`config.mk`:
```
export PLATFORM = sky130hd
export DESIGN_NAME = telemetry_tag_value_parser
export DESIGN_NICKNAME = d
export VERILOG_FILES = /design/src/rtl/ttvp_pkg.sv /design/src/rtl/telemetry_tag_value_parser.sv /design/src/rtl/ttvp_tag_match.sv /design/src/rtl/ttvp_num_unit.sv
export SDC_FILE = /design/constraint.sdc
export NUM_CORES = 1
export LEC_CHECK = 0
export BUFFER_PORTS_ARGS = -buffer_cell sky130_fd_sc_hd__buf_2
export CELL_PAD_IN_SITES_DETAIL_PLACEMENT = 1
export CELL_PAD_IN_SITES_GLOBAL_PLACEMENT = 1
export CORE_MARGIN = 2
export CORE_UTILIZATION = 29
export DETAILED_ROUTE_END_ITERATION = 6
export PLACE_DENSITY = 0.53
export REMOVE_ABC_BUFFERS = 1
export SETUP_SLACK_MARGIN = 0.4
export SYNTH_ARGS = -nofsm -noshare
export SYNTH_HDL_FRONTEND = slang
export SYNTH_SLANG_ARGS = --single-unit
```
`constraint.sdc`:
```
create_clock -name clk -period 9.7 [get_ports clk]
set_input_delay 1.94 -clock clk [delete_from_list [all_inputs] [get_ports clk]]
set_output_delay 1.94 -clock clk [all_outputs]
set_load 0.1 [all_outputs]
```
`src/rtl/ttvp_pkg.sv`:
```
package ttvp_pkg;

    // Default number format
    localparam int FRAC_DIGITS_DEF = 7;
    localparam int VALUE_WIDTH_DEF = 48;

    // Powers of ten up to 10^9 fit in 34 bits
    localparam int POW_W  = 34;
    localparam int FD_W   = 4;
    localparam int CHAR_W = 8;
    localparam int FID_W  = 3;
    localparam int NUM_TAGS = 8;

    // Character codes
    localparam logic [CHAR_W-1:0] CH_NUL    = 8'h00;
    localparam logic [CHAR_W-1:0] CH_TAB    = 8'h09;
    localparam logic [CHAR_W-1:0] CH_NL     = 8'h0A;
    localparam logic [CHAR_W-1:0] CH_VT     = 8'h0B;
    localparam logic [CHAR_W-1:0] CH_FF     = 8'h0C;
    localparam logic [CHAR_W-1:0] CH_CR     = 8'h0D;
    localparam logic [CHAR_W-1:0] CH_SPACE  = 8'h20;
    localparam logic [CHAR_W-1:0] CH_DOLLAR = 8'h24;
    localparam logic [CHAR_W-1:0] CH_PLUS   = 8'h2B;
    localparam logic [CHAR_W-1:0] CH_MINUS  = 8'h2D;
    localparam logic [CHAR_W-1:0] CH_DOT    = 8'h2E;
    localparam logic [CHAR_W-1:0] CH_ZERO   = 8'h30;
    localparam logic [CHAR_W-1:0] CH_NINE   = 8'h39;

    // Tags, first character in the top byte
    localparam logic [31:0] TAG_TABLE [NUM_TAGS] = '{
        32'h4C61743A,   // Lat:
        32'h4C6E673A,   // Lng:
        32'h546D703A,   // Tmp:
        32'h5072733A,   // Prs:
        32'h48756D3A,   // Hum:
        32'h5861633A,   // Xac:
        32'h5961633A,   // Yac:
        32'h5A61633A    // Zac:
    };

    typedef enum logic [1:0] {
        MODE_IDLE,
        MODE_TAG,
        MODE_VALUE,
        MODE_SKIP
    } mode_t;

    typedef enum logic [1:0] {
        PH_BEFORE_SIGN,
        PH_INTEGER,
        PH_FRACTION,
        PH_DONE
    } phase_t;

    // Control from the parser sequencer to the number unit
    typedef struct packed {
        logic clear;
        logic feed;
    } num_cmd_t;

    function automatic logic [POW_W-1:0] pow10(input logic [FD_W-1:0] n);
        logic [POW_W-1:0] p;
        begin
            case (n)
                4'd0:    p = 34'd1;
                4'd1:    p = 34'd10;
                4'd2:    p = 34'd100;
                4'd3:    p = 34'd1000;
                4'd4:    p = 34'd10000;
                4'd5:    p = 34'd100000;
                4'd6:    p = 34'd1000000;
                4'd7:    p = 34'd10000000;
                4'd8:    p = 34'd100000000;
                4'd9:    p = 34'd1000000000;
                default: p = 34'd1;
            endcase
            return p;
        end
    endfunction

endpackage

```
`src/rtl/telemetry_tag_value_parser.sv`:
```
// Channel | Handshake             | Payload
// input   | in_valid / in_ready   | char_in
// result  | out_valid / out_ready | field_id, value, bad_tag, message_end
//
// One character per cycle unless a held result is not taken: input register, one
// pass of tag compare and multiply-by-ten accumulate, then the result register.
// A character passes the input register, then the result register, before its result shows.
// in_ready drops only while a held result is not taken and a character waits.
// Reset (rst_n low, asynchronous) returns the parser to scanning for '$'.
module telemetry_tag_value_parser
    import ttvp_pkg::*;
#(
    parameter int FRAC_DIGITS = FRAC_DIGITS_DEF,
    parameter int VALUE_WIDTH = VALUE_WIDTH_DEF
)
(
    input  logic                          clk,
    input  logic                          rst_n,
    input  logic                          in_valid,
    output logic                          in_ready,
    input  logic [CHAR_W-1:0]             char_in,
    output logic                          out_valid,
    input  logic                          out_ready,
    output logic [FID_W-1:0]              field_id,
    output logic signed [VALUE_WIDTH-1:0] value,
    output logic                          bad_tag,
    output logic                          message_end
);

    // Input stage
    logic              stage_valid_reg;
    logic [CHAR_W-1:0] char_reg;
    logic              stage_go;
    logic              fire;

    // Parser state
    mode_t             mode_reg, mode_next;
    logic [23:0]       tag_reg, tag_next;
    logic [1:0]        tcnt_reg, tcnt_next;
    logic [FID_W-1:0]  fid_reg, fid_next;

    // Result register
    logic                   out_valid_reg;
    logic [FID_W-1:0]       fid_out_reg;
    logic [VALUE_WIDTH-1:0] value_out_reg;
    logic                   bad_out_reg;
    logic                   end_out_reg;

    logic                   emit;
    logic [FID_W-1:0]       emit_fid;
    logic [VALUE_WIDTH-1:0] emit_value;
    logic                   emit_bad;
    logic                   emit_end;

    logic                   tag_hit;
    logic [FID_W-1:0]       tag_idx;
    num_cmd_t               num_cmd;
    logic [VALUE_WIDTH-1:0] num_value;

    // Stage moves when the result register is free or being drained
    assign stage_go = !out_valid_reg || out_ready;
    assign fire     = stage_valid_reg && stage_go;
    assign in_ready = !stage_valid_reg || stage_go;

    always_ff @(posedge clk or negedge rst_n)
    begin
        if (!rst_n)
        begin
            stage_valid_reg <= 1'b0;
        end
        else if (in_valid && in_ready)
        begin
            stage_valid_reg <= 1'b1;
        end
        else if (stage_go)
        begin
            stage_valid_reg <= 1'b0;
        end
    end

    always_ff @(posedge clk)
    begin
        if (in_valid && in_ready)
        begin
            char_reg <= char_in;
        end
    end

    ttvp_tag_match u_tag_match (
        .tag_chars (tag_reg),
        .last_char (char_reg),
        .hit       (tag_hit),
        .idx       (tag_idx)
    );

    ttvp_num_unit #(
        .FRAC_DIGITS (FRAC_DIGITS),
        .VALUE_WIDTH (VALUE_WIDTH)
    ) u_num_unit (
        .clk       (clk),
        .rst_n     (rst_n),
        .cmd       (num_cmd),
        .ch        (char_reg),
        .value_out (num_value)
    );

    // Parser sequencer: next state and result
    always_comb
    begin
        mode_next     = mode_reg;
        tag_next      = tag_reg;
        tcnt_next     = tcnt_reg;
        fid_next      = fid_reg;
        num_cmd.clear = 1'b0;
        num_cmd.feed  = 1'b0;
        emit          = 1'b0;
        emit_fid      = '0;
        emit_value    = '0;
        emit_bad      = 1'b0;
        emit_end      = 1'b0;
        if (fire)
        begin
            unique case (mode_reg)
                MODE_IDLE:
                begin
                    if (char_reg == CH_DOLLAR)
                    begin
                        mode_next = MODE_TAG;
                        tag_next  = '0;
                        tcnt_next = '0;
                    end
                end
                MODE_TAG:
                begin
                    if (char_reg == CH_NUL)
                    begin
                        mode_next = MODE_IDLE;
                        tcnt_next = '0;
                        emit      = 1'b1;
                        emit_bad  = 1'b1;
                        emit_end  = 1'b1;
                    end
                    else if (tcnt_reg != 2'd3)
                    begin
                        tag_next  = {tag_reg[15:0], char_reg};
                        tcnt_next = tcnt_reg + 2'd1;
                    end
                    else if (tag_hit)
                    begin
                        mode_next     = MODE_VALUE;
                        fid_next      = tag_idx;
                        tcnt_next     = '0;
                        num_cmd.clear = 1'b1;
                    end
                    else
                    begin
                        mode_next = MODE_SKIP;
                        tcnt_next = '0;
                        emit      = 1'b1;
                        emit_bad  = 1'b1;
                    end
                end
                MODE_VALUE:
                begin
                    if (char_reg == CH_NUL || char_reg == CH_NL)
                    begin
                        mode_next     = MODE_IDLE;
                        num_cmd.clear = 1'b1;
                        emit          = 1'b1;
                        emit_fid      = fid_reg;
                        emit_value    = num_value;
                        emit_end      = (char_reg == CH_NUL);
                    end
                    else
                    begin
                        num_cmd.feed = 1'b1;
                    end
                end
                MODE_SKIP:
                begin
                    if (char_reg == CH_NUL)
                    begin
                        mode_next = MODE_IDLE;
                    end
                end
                default:
                begin
                    mode_next = MODE_IDLE;
                end
            endcase
        end
    end

    always_ff @(posedge clk or negedge rst_n)
    begin
        if (!rst_n)
        begin
            mode_reg <= MODE_IDLE;
            tag_reg  <= '0;
            tcnt_reg <= '0;
            fid_reg  <= '0;
        end
        else
        begin
            mode_reg <= mode_next;
            tag_reg  <= tag_next;
            tcnt_reg <= tcnt_next;
            fid_reg  <= fid_next;
        end
    end

    // Result register
    always_ff @(posedge clk or negedge rst_n)
    begin
        if (!rst_n)
        begin
            out_valid_reg <= 1'b0;
        end
        else if (stage_go)
        begin
            out_valid_reg <= fire && emit;
        end
    end

    always_ff @(posedge clk)
    begin
        if (fire && emit)
        begin
            fid_out_reg   <= emit_fid;
            value_out_reg <= emit_value;
            bad_out_reg   <= emit_bad;
            end_out_reg   <= emit_end;
        end
    end

    assign out_valid   = out_valid_reg;
    assign field_id    = fid_out_reg;
    assign value       = value_out_reg;
    assign bad_tag     = bad_out_reg;
    assign message_end = end_out_reg;

endmodule

```
`src/rtl/ttvp_tag_match.sv`:
```
module ttvp_tag_match
    import ttvp_pkg::*;
(
    input  logic [23:0]       tag_chars,
    input  logic [CHAR_W-1:0] last_char,
    output logic              hit,
    output logic [FID_W-1:0]  idx
);

    logic [31:0] word;

    assign word = {tag_chars, last_char};

    // Compare against every tag; lowest index wins
    always_comb
    begin
        hit = 1'b0;
        idx = '0;
        for (int i = NUM_TAGS - 1; i >= 0; i--)
        begin
            if (word == TAG_TABLE[i])
            begin
                hit = 1'b1;
                idx = FID_W'(i);
            end
        end
    end

endmodule

```
`src/rtl/ttvp_num_unit.sv`:
```
module ttvp_num_unit
    import ttvp_pkg::*;
#(
    parameter int FRAC_DIGITS = FRAC_DIGITS_DEF,
    parameter int VALUE_WIDTH = VALUE_WIDTH_DEF
)
(
    input  logic                   clk,
    input  logic                   rst_n,
    input  num_cmd_t               cmd,
    input  logic [CHAR_W-1:0]      ch,
    output logic [VALUE_WIDTH-1:0] value_out
);

    localparam int EW  = VALUE_WIDTH + 5;
    localparam int PW  = POW_W + FD_W;
    localparam logic [FD_W-1:0] FD_MAX = FD_W'(FRAC_DIGITS);
    localparam logic [VALUE_WIDTH-1:0] CAP = {1'b1, {(VALUE_WIDTH-1){1'b0}}};

    // Scaled magnitude: min(digits * 10^(FRAC_DIGITS - fraction digits), CAP)
    logic [VALUE_WIDTH-1:0] mag_reg, mag_next;
    logic [FD_W-1:0]        fd_reg, fd_next;
    phase_t                 phase_reg, phase_next;
    logic                   neg_reg, neg_next;

    logic                   is_digit, is_ws, is_sign;
    logic [FD_W-1:0]        digit;
    logic [FD_W-1:0]        pow_idx;
    logic [PW-1:0]          int_add, frac_add;
    logic [EW-1:0]          mag_ext, int_sum, frac_sum;
    logic [VALUE_WIDTH-1:0] int_sat, frac_sat;

    // Character classes
    assign is_digit = (ch >= CH_ZERO) && (ch <= CH_NINE);
    assign digit    = FD_W'(ch - CH_ZERO);
    assign is_ws    = (ch == CH_SPACE) || (ch == CH_TAB) || (ch == CH_VT) ||
                      (ch == CH_FF) || (ch == CH_CR);
    assign is_sign  = (ch == CH_PLUS) || (ch == CH_MINUS);

    // Integer digit: mag*10 + d*10^F, saturated
    assign mag_ext = EW'(mag_reg);
    assign int_add = {{POW_W{1'b0}}, digit} * {{FD_W{1'b0}}, pow10(FD_MAX)};
    assign int_sum = (mag_ext << 3) + (mag_ext << 1) + EW'(int_add);
    assign int_sat = (int_sum > EW'(CAP)) ? CAP : int_sum[VALUE_WIDTH-1:0];

    // Fraction digit: mag + d*10^(F-fd-1), saturated
    assign pow_idx  = FD_MAX - fd_reg - FD_W'(1);
    assign frac_add = {{POW_W{1'b0}}, digit} * {{FD_W{1'b0}}, pow10(pow_idx)};
    assign frac_sum = mag_ext + EW'(frac_add);
    assign frac_sat = (frac_sum > EW'(CAP)) ? CAP : frac_sum[VALUE_WIDTH-1:0];

    // Next state of the number
    always_comb
    begin
        mag_next   = mag_reg;
        fd_next    = fd_reg;
        phase_next = phase_reg;
        neg_next   = neg_reg;
        if (cmd.clear)
        begin
            mag_next   = '0;
            fd_next    = '0;
            phase_next = PH_BEFORE_SIGN;
            neg_next   = 1'b0;
        end
        else if (cmd.feed)
        begin
            unique case (phase_reg)
                PH_BEFORE_SIGN, PH_INTEGER:
                begin
                    if (phase_reg == PH_BEFORE_SIGN && is_ws)
                    begin
                        phase_next = PH_BEFORE_SIGN;
                    end
                    else if (phase_reg == PH_BEFORE_SIGN && is_sign)
                    begin
                        neg_next   = (ch == CH_MINUS);
                        phase_next = PH_INTEGER;
                    end
                    else if (is_digit)
                    begin
                        mag_next   = int_sat;
                        phase_next = PH_INTEGER;
                    end
                    else if (ch == CH_DOT)
                    begin
                        phase_next = PH_FRACTION;
                    end
                    else
                    begin
                        phase_next = PH_DONE;
                    end
                end
                PH_FRACTION:
                begin
                    if (is_digit)
                    begin
                        // digits past the last kept place are dropped
                        if (fd_reg < FD_MAX)
                        begin
                            mag_next = frac_sat;
                            fd_next  = fd_reg + FD_W'(1);
                        end
                    end
                    else
                    begin
                        phase_next = PH_DONE;
                    end
                end
                PH_DONE:
                begin
                    phase_next = PH_DONE;
                end
                default:
                begin
                    phase_next = PH_DONE;
                end
            endcase
        end
    end

    always_ff @(posedge clk or negedge rst_n)
    begin
        if (!rst_n)
        begin
            mag_reg   <= '0;
            fd_reg    <= '0;
            phase_reg <= PH_BEFORE_SIGN;
            neg_reg   <= 1'b0;
        end
        else
        begin
            mag_reg   <= mag_next;
            fd_reg    <= fd_next;
            phase_reg <= phase_next;
            neg_reg   <= neg_next;
        end
    end

    // Signed result; positive side clips one below CAP
    always_comb
    begin
        if (neg_reg)
        begin
            value_out = ~mag_reg + VALUE_WIDTH'(1);
        end
        else if (mag_reg == CAP)
        begin
            value_out = CAP - VALUE_WIDTH'(1);
        end
        else
        begin
            value_out = mag_reg;
        end
    end

endmodule

```
Word-level counts from Yosys, hierarchy flattened. Memory sizes are Yosys's and may differ from the RTL's. Cells that the tools add are included. W data, S select, Z words.

Bits of input ports: 12. Memory bits (read-only): 480. Word-level logic and storage cells: 192. Output and inout bits: 55. Register bits: 149. Memories: 1.

$mul: 2. Reductions and logical operators: 39. Eq/ne operators: 39. $add $sub $neg: 9. Bitwise operators: 3. $lt $le $gt $ge: 5. Mux-type cells: 79.

Memory list: (no name shown) (words 16, width 30, rd ports 1, clocked after memory_dff 0, write ports 0, line ttvp_pkg.sv:64) `case (n)`.

Operator list (number): $mux W48 (11); $eq A32 B31 Y1 const B (8); $gt A53 B48 Y1 const B (2); $pmux W48 S2 (1); $mux W24 (3); $add A53 B28 Y53 (1); $add A51 B49 Y52 (1); $add A48 B38 Y49 (1); $add A48 B1 Y48 const B (1); $eq A48 B48 Y1 const B (1); $not A48 Y48 (1); $pmux W24 S2 (1); $eq A8 B4 Y1 const B (5); $eq A8 B6 Y1 const B (5); $mul A4 B34 Y38 (1); $mux W2 (15); $mux W1 (29); $mux W3 (8); $mul A4 B17 Y21 const B (1); $mux W4 (5); $reduce_bool A2 Y1 (8); $reduce_and A5 Y1 (3); $ne A2 B2 Y1 const B (7); $ne A3 B3 Y1 const B (4); other kinds (26) (53).

Depth between registers and ports, before layout. Gate-level depths: netlist of run 1.

Word-level depth: 16. Gate-level depth with buffers: 35.

Cells and area by module. A second synthesis of run 1 with hierarchy kept.

Cell total of the unflattened synthesis: 2291. Area total of the unflattened synthesis: 19080.8 um^2.

By module, submodules not included: ttvp_num_unit (instances 1, cells each 1946, seq. area each 1376.3 um^2, area an instance 14944.3 um^2); telemetry_tag_value_parser (instances 1, cells each 299, seq. area each 2657.5 um^2, area an instance 3797.4 um^2); ttvp_tag_match (instances 1, cells each 46, seq. area each 0.0 um^2, area an instance 339.1 um^2).

Worst setup path after synthesis of run 1. No wires, ideal clock.

Path type: reg2reg. Start point: reg char_reg[2]. End point: reg u_num_unit.mag_reg[24]. Library setup time: 0.076 ns. Period minus slack after synthesis: 7.089 ns. Arrival: 7.013 ns. Setup slack: 2.611 ns. Stages on the path, launching flop included: 34. Cell sequence: edfxtp_1 clkinv_1 clkbuf_1 ha_1 inv_1 fa_1 inv_1 ha_1 nor2b_1 o21ai_0 nand2b_1 a21o_1 a21o_1 and2_1 o211ai_1 o21bai_1 a31oi_1 nor2b_1 o21ai_0 xnor2_1 ha_1 a21o_1 o311a_1 o22a_1 nand2_1 xnor2_1 nor4_1 nand4_1 nor4b_1 nand4_1 or4_1 a211o_2 buf_6 o21ai_1.

Cells in the longest elaborated chain, start to end: 16.

Ends and longest elaborated chain: from (decl) (line telemetry_tag_value_parser.sv:32) `logic [CHAR_W-1:0] char_reg;`; from (signal assigned) (line telemetry_tag_value_parser.sv:85) `char_reg <= char_in;`; branches (longest 16 deep; another with $gt A53 B48 Y1); to (signal assigned) (line ttvp_num_unit.sv:133) `mag_reg <= mag_next;`; to (decl) (line ttvp_num_unit.sv:21) `logic [VALUE_WIDTH-1:0] mag_reg, mag_next;`.

Several ways; the timed one is not identified. The select of a mux whose other input is x is not followed. A chain may end at the register's enable or synchronous reset.

Worst setup path in the final report of run 1.
Start point: reg u_num_unit.fd_reg[0]. End point: reg u_num_unit.mag_reg[13].

Cells in the longest elaborated chain, start to end: 12.

Ends and longest elaborated chain: from (decl) (line ttvp_num_unit.sv:22) `logic [FD_W-1:0] fd_reg, fd_next;`; from (signal assigned) (line ttvp_num_unit.sv:134) `fd_reg <= fd_next;`; $sub A3 B4 Y4 (line ttvp_num_unit.sv:47) `assign pow_idx = FD_MAX - fd_reg - FD_W'(1);`; $sub A4 B1 Y4 (line ttvp_num_unit.sv:47); $mem_v2 Z16 W30; $mul A4 B34 Y38 (line ttvp_num_unit.sv:48) `assign frac_add = {{POW_W{1'b0}}, digit} * {{FD_W{1'b0}}, pow10(pow_idx)};`; $add A48 B38 Y49 (line ttvp_num_unit.sv:49) `assign frac_sum = mag_ext + EW'(frac_add);`; $gt A53 B48 Y1 (line ttvp_num_unit.sv:50) `assign frac_sat = (frac_sum > EW'(CAP)) ? CAP : frac_sum[VALUE_WIDTH-1:0];`; $mux W48 (line ttvp_num_unit.sv:50); $mux W48 (line ttvp_num_unit.sv:99) `if (fd_reg < FD_MAX)`; $mux W48 (line ttvp_num_unit.sv:96) `if (is_digit)`; $pmux W48 S2 (line ttvp_num_unit.sv:68) `unique case (phase_reg)`; $mux W48 (line ttvp_num_unit.sv:66) `else if (cmd.feed)`; $mux W48 (line ttvp_num_unit.sv:59) `if (cmd.clear)`.

Parallel ways exist; a longest one is shown, timed or not. The select of a mux whose other input is x is not followed.

==> impl_metrics.json, run 1 <==
{
  "syn_area_um2": 18980,
  "rows": 93,
  "yosysSeqAreaShare_pct": 21.26,
  "cts_root_buf": "clkbuf_16",
  "rrSetupSlack_ps": 1240,
  "dieHeight_um": 259.8,
  "design_area_um2": 20730,
  "synthDistinctLibCells": 95,
  "ant_nets": 0,
  "seqPwrFrac_pct": 32.3,
  "grt_pass1_vias": 18670,
  "synth_edf_count": 61,
  "irDropWorstVdd_mv": 0.1264,
  "clk_path_buf_depth": 2,
  "holdCritPathClass": "flop to flop",
  "design.die.area_um2": 67500,
  "post-place-ws_ps": 1354,
  "clock_latency_ps": 460,
  "grt_setup_unrepaired": "false",
  "io_pins": 67,
  "fin_ws_ps": 1244,
  "worstPathArrival_ps": 8810,
  "dp_hpwl_um": 58360,
  "fmax_mhz": 118.3,
  "numCtsBuffers": 17,
  "cts_tree": "built",
  "port_buffers": 66,
  "routed_wirelength_um": 71510,
  "r2r-start": "u_num_unit.fd_reg[0]$_DFFE_PN0P_",
  "slew_headroom_pct": 36.63,
  "antenna_found_initial": 2,
  "first_pass_iters": 4,
  "whs_ps": 487.2,
  "initialDrtViolationCount": 999,
  "maxCapViolCount": 0,
  "switching_share_pct": 42.19,
  "drive_above_1_share_pct": 7.663,
  "max_stage_delay_ps": 810,
  "syn2layout_area_growth_pct": 9.250,
  "grt_pass1_wl_um": 112500,
  "num_vias": 17700,
  "reg2reg_to": "u_num_unit.mag_reg[13]$_DFFE_PN0P_",
  "final_cells": 3205,
  "slowest_stage": "a211oi_1",
  "report.power.total_mw": 2.475,
  "fin_tns_setup_ps": 0,
  "syn_inst": 2334,
  "cts_resized": 0,
  "cts.sinks": 149,
  "viasPerCell": 5.523,
  "syn_area_per_cell_um2": 8.131,
  "crit_path_max_fanout": 26,
  "nets": 2595,
  "crit_type": "flop to flop",
  "ctsHtreeMaxLevel": 4,
  "num-fill-cells": 7761,
  "finalCriticalPeriod_ps": 8456,
  "critPathMostFrequentCell": "fa_1",
  "r2r_cells": 25,
  "cts_hold_buf": 0,
  "overflow": 0,
  "critPathTopFamily": "compound AO/OA/AOI/OAI gates",
  "async_flop_share_pct": 59.06,
  "grt_max_degree": 65,
  "setup_viol": 0,
  "grt_usage_pct": 21.36,
  "drc": 0,
  "worstPathRequired_ps": 10060,
  "final-hold-violation-count": 0,
  "clkPwrFrac_pct": 28.4,
  "crit_buf_inv": 3,
  "outcome": "finished, final reports clean",
  "ys_dominant_reg_cell": "dfrtp_1",
  "ys_seq_elements": 149,
  "core-area_um2": 64580,
  "timing.final.crit_share_pct": 87.18,
  "cp-start-kind": "flop",
  "cts.reportedPaths.clkPinSlew_ps": 70,
  "maxSlewViolCount": 0,
  "tightest_slew_ps": 940.6,
  "crit_start": "u_num_unit.fd_reg[0]$_DFFE_PN0P_",
  "wire_per_inst_um": 22.31,
  "gp_congestion": 0.8907,
  "cellInternalPower_mw": 1.431,
  "leakage_nw": 8.839,
  "power.density_nw_per_um2": 119.4,
  "skew_ps": 12.99,
  "die_w_um": 259.8,
  "dp.cells": 3172,
  "crit_path_end_kind": "flop",
  "cts_setup_buffers": 0,
  "p_switching_mw": 1.044,
  "fin_util_pct": 32.11,
  "combPwrFrac_pct": 39.3,
  "ys_warn_count": 0,
  "endpoint": "u_num_unit.mag_reg[13]$_DFFE_PN0P_",
  "postPlaceCellArea_um2": 20140,
  "start_util_pct": 29.39,
  "min_from": "tag_reg[21]$_DFFE_PN0P_",
  "path_depth": 25
}
-- how the worst min path moves through the flow --
| stage | cells past startpoint | to |
|---|---|---|
| 2_1_floorplan | 2 | tag_reg[23]$_DFFE_PN0P_ |
| 3_3_place_gp | 2 | tag_reg[21]$_DFFE_PN0P_ |
| 3_5_place_dp | 2 | tag_reg[21]$_DFFE_PN0P_ |
| 4_1_cts | 2 | tag_reg[21]$_DFFE_PN0P_ |
| 5_1_grt | 1 | fid_reg[2]$_DFFE_PN0P_ |
| 6_report | 2 | tag_reg[21]$_DFFE_PN0P_ |
-- worst register-to-register path, stage by stage, from the launching register on --
cell      delay, ps
dfrtp_1         540
ha_1            280
xnor2_1         140
buf_4           200
nor2_1          120
nand2_1         470
o21ai_0         380
nand2b_1        280
fa_1            540
fa_1            520
fa_1            530
inv_1            50
ha_1            260
a211oi_1        280
o21ai_0         220
a22oi_1         230
o211ai_1        340
a211oi_1        820
xnor2_1         270
nor4_1          350
nand4_1         160
nor4_1          400
a21o_1          370
buf_4           370
a22oi_1         140
o31ai_1         110
-- area by class of cell --
type                       count  area [um^2]  share of cell area [%]
timing repair buffer          95        550.5                   2.655
tap                          855         1070                   5.160
multi-input combinational   1907        13860                   66.86
clock buffer                  19        442.9                   2.136
antenna                        1        2.502                 0.01207
clock inverter                13        146.4                  0.7061
inverter                     166        623.1                   3.005
sequential                   149         4035                   19.46
-- cells by family after synthesis --
logic type | synth area share, %
mux | 1.035
xor+xnor | 6.969
buf+inv | 5.729
flops | 21.26
compound gates | 23.91
fa+ha+maj | 19.84
simple gates | 21.26
-- placed cells by master, fill, tap and decap left out, types with 13 or more instances in the layout --
master | netlist | routed
nand2_1 | 240 | 240
o211ai_1 | 17 | 17
xnor2_1 | 100 | 100
clkbuf_16 | 0 | 17
nor3_1 | 66 | 66
nor2b_1 | 30 | 30
a211oi_1 | 34 | 34
buf_4 | 2 | 30
o41ai_1 | 14 | 14
o21ai_0 | 126 | 126
ha_1 | 157 | 157
o21ai_2 | 17 | 17
a22oi_1 | 29 | 29
nand3_1 | 57 | 57
mux2i_1 | 14 | 14
buf_2 | 17 | 65
a21o_1 | 60 | 60
nor2_1 | 144 | 143
dfrtp_1 | 88 | 87
nor4_1 | 28 | 28
inv_1 | 163 | 162
nand2b_1 | 24 | 24
and2_1 | 28 | 28
a31oi_1 | 19 | 19
or3_1 | 25 | 25
fa_1 | 90 | 90
o21a_1 | 20 | 20
and4_1 | 13 | 13
and3_1 | 22 | 22
o21ai_1 | 17 | 17
o31ai_1 | 25 | 25
xor2_1 | 51 | 51
a21oi_1 | 205 | 204
edfxtp_1 | 61 | 61
nand4_1 | 49 | 49
-- synth_stat cells (19+ instances only) --
cell	count	area (um^2)
ha_1	157	1964
o21ai_0	126	630.6
nor4_1	28	175.2
and3_1	22	137.6
nor2b_1	30	187.7
a211oi_1	34	255.2
nand3_1	57	285.3
xor2_1	51	446.7
nand2_1	240	900.9
a21oi_1	205	1026
a31oi_1	19	118.9
a21o_1	60	450.4
edfxtp_1	61	1832
o31ai_1	25	187.7
inv_1	163	611.8
nand4_1	49	306.5
clkbuf_1	90	337.8
or3_1	25	156.4
dfrtp_1	88	2202
nand2b_1	24	150.1
a22oi_1	29	217.7
and2_1	28	175.2
o21a_1	20	150.1
xnor2_1	100	875.8
fa_1	90	1802
nor2_1	144	540.5
nor3_1	66	330.3
-- power groups by stage --
| stage | Sequential, mW | Combinational [mW] | Clock, mW |
|---|---|---|---|
| after global placement | 0.809 | 0.948 | 0 |
| final | 0.801 | 0.971 | 0.703 |
| after CTS | 0.801 | 0.972 | 0.720 |
| after floorplan | 0.846 | 0.620 | 0 |
| after global routing | 0.811 | 1.08 | 0.741 |
| after detailed placement | 0.812 | 0.964 | 0 |
-- layer usage --
metal	up-vias	track usage [%]	wire length, um
li1	8479	-	-
met1	8877	29.85	34840
met2	280	35.53	33310
met3	64	1.793	2060
met4	0	5.140	1305
met5	-	0	0
(Power assumes the default switching activity.)
==> run 2, diff against run 1 <==
Settings changed: REMOVE_ABC_BUFFERS 1 to not set.
==> run 2 against run 1 <==
  * Critical path type unchanged
  * Routed wire length shrank 0.78%
  * Combinational power is essentially flat
  * Setup slack lost 53 ps
  * Utilization shrank 0.050 points
  * Design area shrank 0.16%
  * Global-route usage shrank 0.057 points
  * Die area is the same
  * Maximum frequency shrank 0.62%
  * Register-to-register slack lost 50 ps
  * Count of clock-buffer cells in the layout shrank 2
==> impl_metrics.json, run 2 (synthesized netlist as in run 1, its figures left out) <==
{
  "synth_nets": 2593,
  "overflow": 0,
  "diodes": 0,
  "leakage_nw": 8.821,
  "slowest_stage": "a211oi_1",
  "layout_common_cells": "nand2_1, a21oi_1, inv_1",
  "slew_headroom_pct": 28.17,
  "ant_nets": 0,
  "die_w_um": 259.8,
  "endpoint": "u_num_unit.mag_reg[17]$_DFFE_PN0P_",
  "drive_above_1_share_pct": 7.830,
  "cts_setup_buffers": 0,
  "io_pins": 67,
  "crit_start": "u_num_unit.fd_reg[0]$_DFFE_PN0P_",
  "reg2reg_to": "u_num_unit.mag_reg[17]$_DFFE_PN0P_",
  "wire_per_inst_um": 22.14,
  "r2r_cells": 25,
  "antenna_found_initial": 2,
  "worstPathArrival_ps": 8850,
  "fin_util_pct": 32.05,
  "core-area_um2": 64580,
  "clk_path_buf_depth": 2,
  "setup_viol": 0,
  "post-place-ws_ps": 1378,
  "max_stage_delay_ps": 760,
  "outcome": "finished, final reports clean",
  "gp_congestion": 0.8668,
  "power.density_nw_per_um2": 117.2,
  "initialDrtViolationCount": 907,
  "cts.sinks": 149,
  "maxSlewViolCount": 0,
  "routed_wirelength_um": 70950,
  "viasPerCell": 5.516,
  "clock_latency_ps": 460,
  "numCtsBuffers": 17,
  "first_pass_iters": 5,
  "final-hold-violation-count": 0,
  "final_common_cell": "nand2_1",
  "grt_pass1_wl_um": 111900,
  "start_util_pct": 29.39,
  "finalCriticalPeriod_ps": 8509,
  "port_buffers": 66,
  "worstPathRequired_ps": 10040,
  "fmax_mhz": 117.5,
  "design.die.area_um2": 67500,
  "cts_hold_buf": 0,
  "grt_usage_pct": 21.31,
  "maxCapViolCount": 0,
  "drc": 0,
  "cts.reportedPaths.clkPinSlew_ps": 70,
  "dp_hpwl_um": 58380,
  "tightest_slew_ps": 1073,
  "grt_pass1_vias": 18720,
  "crit_path_max_fanout": 27,
  "num_vias": 17680,
  "timing.final.crit_share_pct": 87.72,
  "fin_ws_ps": 1191,
  "cts_root_buf": "clkbuf_16",
  "r2r-start": "u_num_unit.fd_reg[0]$_DFFE_PN0P_",
  "dieHeight_um": 259.8,
  "critPathMostFrequentCell": "fa_1",
  "grt_setup_unrepaired": "false",
  "nets": 2596,
  "cp-start-kind": "flop",
  "fin_tns_setup_ps": 0,
  "cts_resized": 0,
  "holdCritPathClass": "flop to flop",
  "ctsHtreeMaxLevel": 4,
  "crit_path_end_kind": "flop",
  "syn2layout_area_growth_pct": 9.078,
  "grt_max_degree": 60,
  "rows": 93,
  "num-fill-cells": 7730,
  "cts_tree": "built",
  "irDropWorstVdd_mv": 0.1319,
  "rrSetupSlack_ps": 1190,
  "skew_ps": 22.50,
  "crit_type": "flop to flop"
}
==> run 2: cell count changes in the layout (fill, tap and decap cells not counted), sizes merged <==
cell	delta
bufinv	-2
clkbuf	-2
inv	+2
buf	+1
clkinv	+1
clkinvlp	+1
diode	-1
==> run 2: per-stage QoR <==
| step | area, um^2 | instances | power (mW) | hold slack [ps] |
|---|---|---|---|---|
| floorplan | 18980 | 2334 | 1.481 | 451.1 |
| global placement | 20150 | 3173 | 1.764 | 472.6 |
| detailed placement | 20150 | 3173 | 1.779 | 492.9 |
| CTS | 20700 | 3205 | 2.450 | 506.2 |
| global route | 20700 | 3205 | 2.594 | 540.2 |
| finish | 20700 | 3205 | 2.426 | 505.3 |
==> run 2: critical path, delay by kind of cell, from the launching register on <==
| kind | cells | cell delay [ps] |
|---|---|---|
| AO/OA/AOI/OAI | 10 | 3170 |
| XOR/XNOR | 1 | 160 |
| adder cells (fa/ha/maj) | 5 | 2130 |
| buffers and inverters | 3 | 640 |
| flip-flops | 1 | 510 |
| AND/OR/NAND/NOR | 6 | 1770 |
==> run 2: power breakdown <==
part           total [mW]  leakage [nW]  internal, mW  switching, mW
clock               0.652         0.266         0.334          0.318
combinational       0.971          6.86         0.315          0.656
sequential          0.803          1.70         0.724         0.0789
total                2.43          8.82          1.37           1.05
==> run 2: per-layer routing <==
layer / track usage, % / wire [um]
met1: 30.57 / 35820
met2: 34.02 / 31680
met3: 1.793 / 1730
met4: 6.034 / 1722
met5: 0 / 0
==> run 2: layout make-up <==
class,count,area (um^2),area share [%]
tap,855,1070,5.168
sequential,149,4035,19.49
clock buffer,17,425.4,2.055
multi-input combinational,1907,13870,66.99
inverter,166,623.1,3.010
timing repair buffer,96,558.0,2.696
clock inverter,15,121.4,0.5863
==> run 2: worst min-delay path by stage <==
| stage | slack (ps) | cells after the start | startpoint | end |
|---|---|---|---|---|
| after floorplan | 450 | 2 | tag_reg[23]$_DFFE_PN0P_ | tag_reg[23]$_DFFE_PN0P_ |
| after global placement | 470 | 2 | tcnt_reg[1]$_DFFE_PN0P_ | tcnt_reg[1]$_DFFE_PN0P_ |
| after detailed placement | 490 | 2 | tag_reg[18]$_DFFE_PN0P_ | tag_reg[18]$_DFFE_PN0P_ |
| after CTS | 510 | 2 | tag_reg[18]$_DFFE_PN0P_ | tag_reg[18]$_DFFE_PN0P_ |
| after global routing | 540 | 1 | fid_reg[2]$_DFFE_PN0P_ | fid_reg[2]$_DFFE_PN0P_ |
| final | 510 | 2 | tcnt_reg[1]$_DFFE_PN0P_ | tcnt_reg[1]$_DFFE_PN0P_ |
